[src/rtl/vnu_pkg.sv]
// Shared constants and pipeline payload types of the vector normalisation block.
// No dependencies.
package vnu_pkg;
  localparam int CB     = 16;             // component width
  localparam int FB     = 14;             // output fraction bits
  localparam int UB     = FB + 2;         // output component width
  localparam int SW     = 2 * CB;         // sum of squares width
  localparam int W      = 2 * CB + 2 * FB + 6;  // residual width, signed
  localparam int NITER  = FB + 1;         // one result bit per iteration stage
  localparam int BW     = $clog2(NITER);  // width of a bit index

  typedef struct packed {
    logic signed [W-1:0] d;   // remaining budget of the rounding condition
    logic signed [W-1:0] p;   // (2q - 1) * sum
    logic [FB:0]         q;   // result magnitude so far
    logic                neg; // sign of the input component
  } lane_t;

  typedef struct packed {
    lane_t [2:0]   lane;
    logic [SW-1:0] s;
    logic          zero;
  } item_t;
endpackage

[src/rtl/vnu_front.sv]
// Front end: magnitudes, squares and sum of squares over three register stages.
// Depends on vnu_pkg.
module vnu_front (
  input  logic                      clk,
  input  logic                      rst,
  input  logic                      en,
  input  logic                      in_valid,
  input  logic [vnu_pkg::CB-1:0]    in_x,
  input  logic [vnu_pkg::CB-1:0]    in_y,
  input  logic [vnu_pkg::CB-1:0]    in_z,
  output logic                      out_valid,
  output vnu_pkg::item_t            out_item
);
  import vnu_pkg::*;

  logic            a_v, b_v;
  logic [CB-1:0]   mag [3];
  logic [2:0]      neg_a, neg_b;
  logic [SW-1:0]   sq [3];
  logic [CB-1:0]   comp [3];
  logic [SW-1:0]   sum_next;

  assign comp[0] = in_x;
  assign comp[1] = in_y;
  assign comp[2] = in_z;
  assign sum_next = sq[0] + sq[1] + sq[2];

  always_ff @(posedge clk) begin
    if (rst) begin
      a_v       <= 1'b0;
      b_v       <= 1'b0;
      out_valid <= 1'b0;
    end else if (en) begin
      a_v       <= in_valid;
      b_v       <= a_v;
      out_valid <= b_v;
    end
  end

  // The budget starts at 4 * mag^2 * 2^(2F) less the q = 0 term, (2*0 - 1)^2 * S.
  always_ff @(posedge clk) begin
    if (en) begin
      for (int i = 0; i < 3; i++) begin
        neg_a[i] <= comp[i][CB-1];
        mag[i]   <= comp[i][CB-1] ? (~comp[i] + CB'(1)) : comp[i];
        sq[i]    <= SW'(mag[i]) * SW'(mag[i]);
      end
      neg_b         <= neg_a;
      out_item.s    <= sum_next;
      out_item.zero <= (sum_next == '0);
      for (int i = 0; i < 3; i++) begin
        out_item.lane[i].d   <= (W'(sq[i]) << (2 * FB + 2)) - W'(sum_next);
        out_item.lane[i].p   <= -$signed(W'(sum_next));
        out_item.lane[i].q   <= '0;
        out_item.lane[i].neg <= neg_b[i];
      end
    end
  end
endmodule

[config.mk]
export PLATFORM = sky130hd
export DESIGN_NAME = vnu_front
export DESIGN_NICKNAME = d
export VERILOG_FILES = /design/src/rtl/vnu_pkg.sv /design/src/rtl/vnu_front.sv
export SDC_FILE = /design/constraint.sdc
export NUM_CORES = 2
export LEC_CHECK = 0
export ABC_AREA = 1
export BUFFER_PORTS_ARGS = -buffer_cell sky130_fd_sc_hd__buf_2
export CAP_MARGIN = 20
export CORE_MARGIN = 1.5
export CORE_UTILIZATION = 55
export DETAILED_ROUTE_END_ITERATION = 6
export HOLD_SLACK_MARGIN = 0.15
export PLACE_DENSITY = 0.81
export SKIP_LAST_GASP = 1
export SYNTH_ARGS = -nofsm -noshare
export SYNTH_HDL_FRONTEND = slang
export SYNTH_SLANG_ARGS = --single-unit
export TNS_END_PERCENT = 100
[constraint.sdc]
create_clock -name clk -period 8.06 [get_ports clk]
set_clock_uncertainty 0.2 [all_clocks]
set_input_delay 1.209 -clock clk [delete_from_list [all_inputs] [get_ports clk]]
set_output_delay 1.209 -clock clk [all_outputs]
set_load 0.05 [all_outputs]
==> impl_results.md <==
- Horizontal extent of the die: 285.4 um
- Most frequent cells in the layout: sky130_fd_sc_hd__inv_1, sky130_fd_sc_hd__nand2_1, sky130_fd_sc_hd__fa_1, sky130_fd_sc_hd__buf_2, sky130_fd_sc_hd__nor2_1
- Area leader, netlist: sky130_fd_sc_hd__fa_1
- Layout-stage area growth over the synthesis result: 6.171%
- Number of resized instances in the post-cts repair step: 0
- Cell breakdown of the critical path: nand2_1, fa_1, fa_1, inv_1, fa_1, fa_1, fa_1, inv_1, fa_1, inv_1, ha_1, a21oi_1, o21ai_0, o21bai_1, a21oi_1, o21ai_0, a21oi_1, xnor2_1
- Filler cell count in the final layout: 6955
- Synth Area per Inst: approximately 8.3 um^2
- Max-capacitance violation count: 0
- Worst hold margin: 0.2173 ns
- Post-synthesis cell type count: 49
- Antenna-violating nets left: 0
- WL final: 117600 um
- Met1 layer usage reported by global route: 38.34%
- Slowest library cell on the worst path: sky130_fd_sc_hd__edfxtp_1
- Vias: between 30000 and 40000
- Cells taking the most area after synthesis: sky130_fd_sc_hd__fa_1, sky130_fd_sc_hd__edfxtp_1, sky130_fd_sc_hd__inv_1, sky130_fd_sc_hd__ha_1, sky130_fd_sc_hd__nand2_1
- Post-synthesis register bit count: 347
- CORE AREA: about 80000 um^2
- Max Clock Freq: 152.7 MHz
- Count of H-tree levels built during CTS: 2
- Source-to-sink clock delay at the later pin of the worst-skew pair: approximately 0.58 ns
- Vertical die dimension: 285.4 um
- Count of synthesis-stage warnings from yosys: 0
- Kind of critical path: flip-flop to flip-flop
- Worst slew margin relative to its limit: 33.35%
- Post-route DRC violation count: 0
- Die Area: 81440 um^2
- Initial antenna violation count: 7
- Number of cells on the worst reg-to-reg path: 18
- First-pass GRT wire length: 184200 um
- Share of layout cells above drive strength 1: 11.42%
- Remaining global-route overflow: 0
- Buffers from clock root to sink, at most: 3
- Hold violation count in the final report: 0
- Number of hold buffers added after CTS: 0
- Part of the Yosys area used for sequential elements: 23.69%
- Mapped cell area: 43860 um^2
- Final worst path period share: 81.24%
- Count of pins on the block boundary: between 500 and 600
- Synth Flop Type: sky130_fd_sc_hd__edfxtp_1
- Hold Path Depth: 0
- Number of synthesized flops with an enable pin: 344
- WL per Instance: between 15 and 20 um
- Routability cong.: about 1.0
- Clock slew seen by the registers of the worst setup and hold paths: about 0.060 ns
- Clock tree root driver cell: sky130_fd_sc_hd__clkbuf_16
- Crit path launch type: flip-flop
- Number of clock sinks seen by CTS: 347
- Vias in the first global route: 33729
- Path type of the worst min-delay path: flip-flop to flip-flop
- Area of all placed cells without fillers: 46560 um^2
- Sum of net half-perimeters after detailed placement: 98400 um
- RSZ-0062 raised after global routing: false
- Run status: finished clean
- Max Fanout on Critical Path: 17
- WP data required: slightly above 8 ns
- Largest incremental delay on the critical path: 0.88 ns
- Global route hottest layer: met2
- Input/output buffers: roughly 480
- Initial core utilization: 55.52%
- TritonCTS Buffers: 39
- Number of iterations in the first detailed-routing pass: 7
- Placed Area: ~45000 um^2
- Final TNS setup: 0 ns
- Met2 routing resource usage after global routing: 49.44%
- Number of failing setup endpoints in the final timing report: 0
- Setup bufs post-CTS: 0
- Global Route Usage Sum: around 29%
- Kind of end point of the critical path: flip-flop
- Post-DR vias/cell: 5.187
- Top cell type's share of synthesized area: 23.69%
- DRC marker count from the first detailed-route iteration: ~2700
- Most frequent CP cell: sky130_fd_sc_hd__fa_1
- Max-slew violation total from the final report: 0
- Arrival time at the worst endpoint: 6.66 ns
- Met3 global-route usage: 3.944%
- Time the worst path needs with I/O delays and setup: 6.548 ns
- Cell count after synthesis: 5262
- Asr flop ratio synth: 0%
- Most frequent standard cell in the layout excluding fill and tap cells: sky130_fd_sc_hd__inv_1
- End-of-flow core utilization: 58.94%
- CTS tree: done
- Total number of nets in the final design: 6362
- Total number of placement rows: 103
- Largest net degree at the start of global routing: between 100 and 150
- Actual transition at the worst max-transition pin: between 0.9 and 1 ns
## synth_stat cells (15+ instances only)
library cell,number
sky130_fd_sc_hd__inv_1,1307
sky130_fd_sc_hd__nand2_1,1113
sky130_fd_sc_hd__fa_1,519
sky130_fd_sc_hd__nor2_1,349
sky130_fd_sc_hd__edfxtp_1,344
sky130_fd_sc_hd__ha_1,337
sky130_fd_sc_hd__buf_4,281
sky130_fd_sc_hd__nand3_1,165
sky130_fd_sc_hd__xor2_1,149
sky130_fd_sc_hd__a21oi_1,128
sky130_fd_sc_hd__clkbuf_1,95
sky130_fd_sc_hd__nand4_1,83
sky130_fd_sc_hd__nor3_1,63
sky130_fd_sc_hd__o21ai_0,58
sky130_fd_sc_hd__xnor2_1,55
sky130_fd_sc_hd__nand3b_1,32
sky130_fd_sc_hd__nand2_2,25
sky130_fd_sc_hd__nor4_1,18
sky130_fd_sc_hd__nor2_2,16
sky130_fd_sc_hd__a31oi_1,15
## logic make-up after synthesis
group | Yosys count | synth area share (%)
compound gates | 257 | 3.329
xor+xnor | 204 | 4.074
fa+ha+maj | 856 | 33.30
buf+inv | 1692 | 16.95
flops | 347 | 23.69
mux | 3 | 0.07702
other cells | 1 | 0.008551
simple gates | 1902 | 18.57
## per-stage QoR
step / setup WS (ns) / std cells
6_report: 1.512 / 6535
5_1_grt: 1.098 / 6533
4_1_cts: 1.557 / 6533
3_5_place_dp: 1.565 / 6463
3_3_place_gp: 1.628 / 6463
2_1_floorplan: 1.936 / 5307
## path summary, 6_finish.rpt
check	slack, ns	startpoint	endpoint
max	1.51	mag[0][25]$_DFFE_PP_	sq[0][54]$_DFFE_PP_
min	0.22	neg_b[0]$_DFFE_PP_	out_item[33]$_DFFE_PP_
max reg2reg	1.51	mag[0][25]$_DFFE_PP_	sq[0][54]$_DFFE_PP_
min reg2reg	0.22	neg_b[0]$_DFFE_PP_	out_item[33]$_DFFE_PP_
## per-layer routing
| layer | vias to the layer above | wire, um |
|---|---|---|
| met5 | - | 11 |
| met4 | 2 | 4197 |
| met3 | 212 | 8336 |
| met2 | 1408 | 56620 |
| met1 | 16271 | 48470 |
| li1 | 16006 | - |
## layout make-up
type | count | area, um^2 | share of cell area, %
multi-input cells | 3268 | 26200 | 56.28
flip-flops and latches | 347 | 10390 | 22.31
inverters | 1309 | 4913 | 10.55
repair buffers | 489 | 2482 | 5.331
well taps | 1050 | 1314 | 2.821
clock buffers | 50 | 1057 | 2.271
clock inverters | 20 | 197.7 | 0.4246
diodes | 2 | 5.005 | 0.01075
## flip-flops by register name, summed over array words and instances, names as in the netlist
| register | flops |
|---|---|
| out_item | 197 |
| sq | 93 |
| mag | 48 |
| neg_a | 3 |
| neg_b | 3 |
| a_v | 1 |
| b_v | 1 |
| out_valid | 1 |
## worst max-delay path, delay by kind of cell (launching register included)
kind | cells | cell delay [ns]
flip-flops | 1 | 0.88
AO/OA/AOI/OAI | 6 | 1.15
adder cells (fa/ha/maj) | 7 | 3.58
XOR/XNOR | 1 | 0.10
AND/OR/NAND/NOR | 1 | 0.18
buffers and inverters | 3 | 0.17
Power is not shown: default switching activity piles up to over one toggle a cycle in this logic, so the estimate is an artifact.
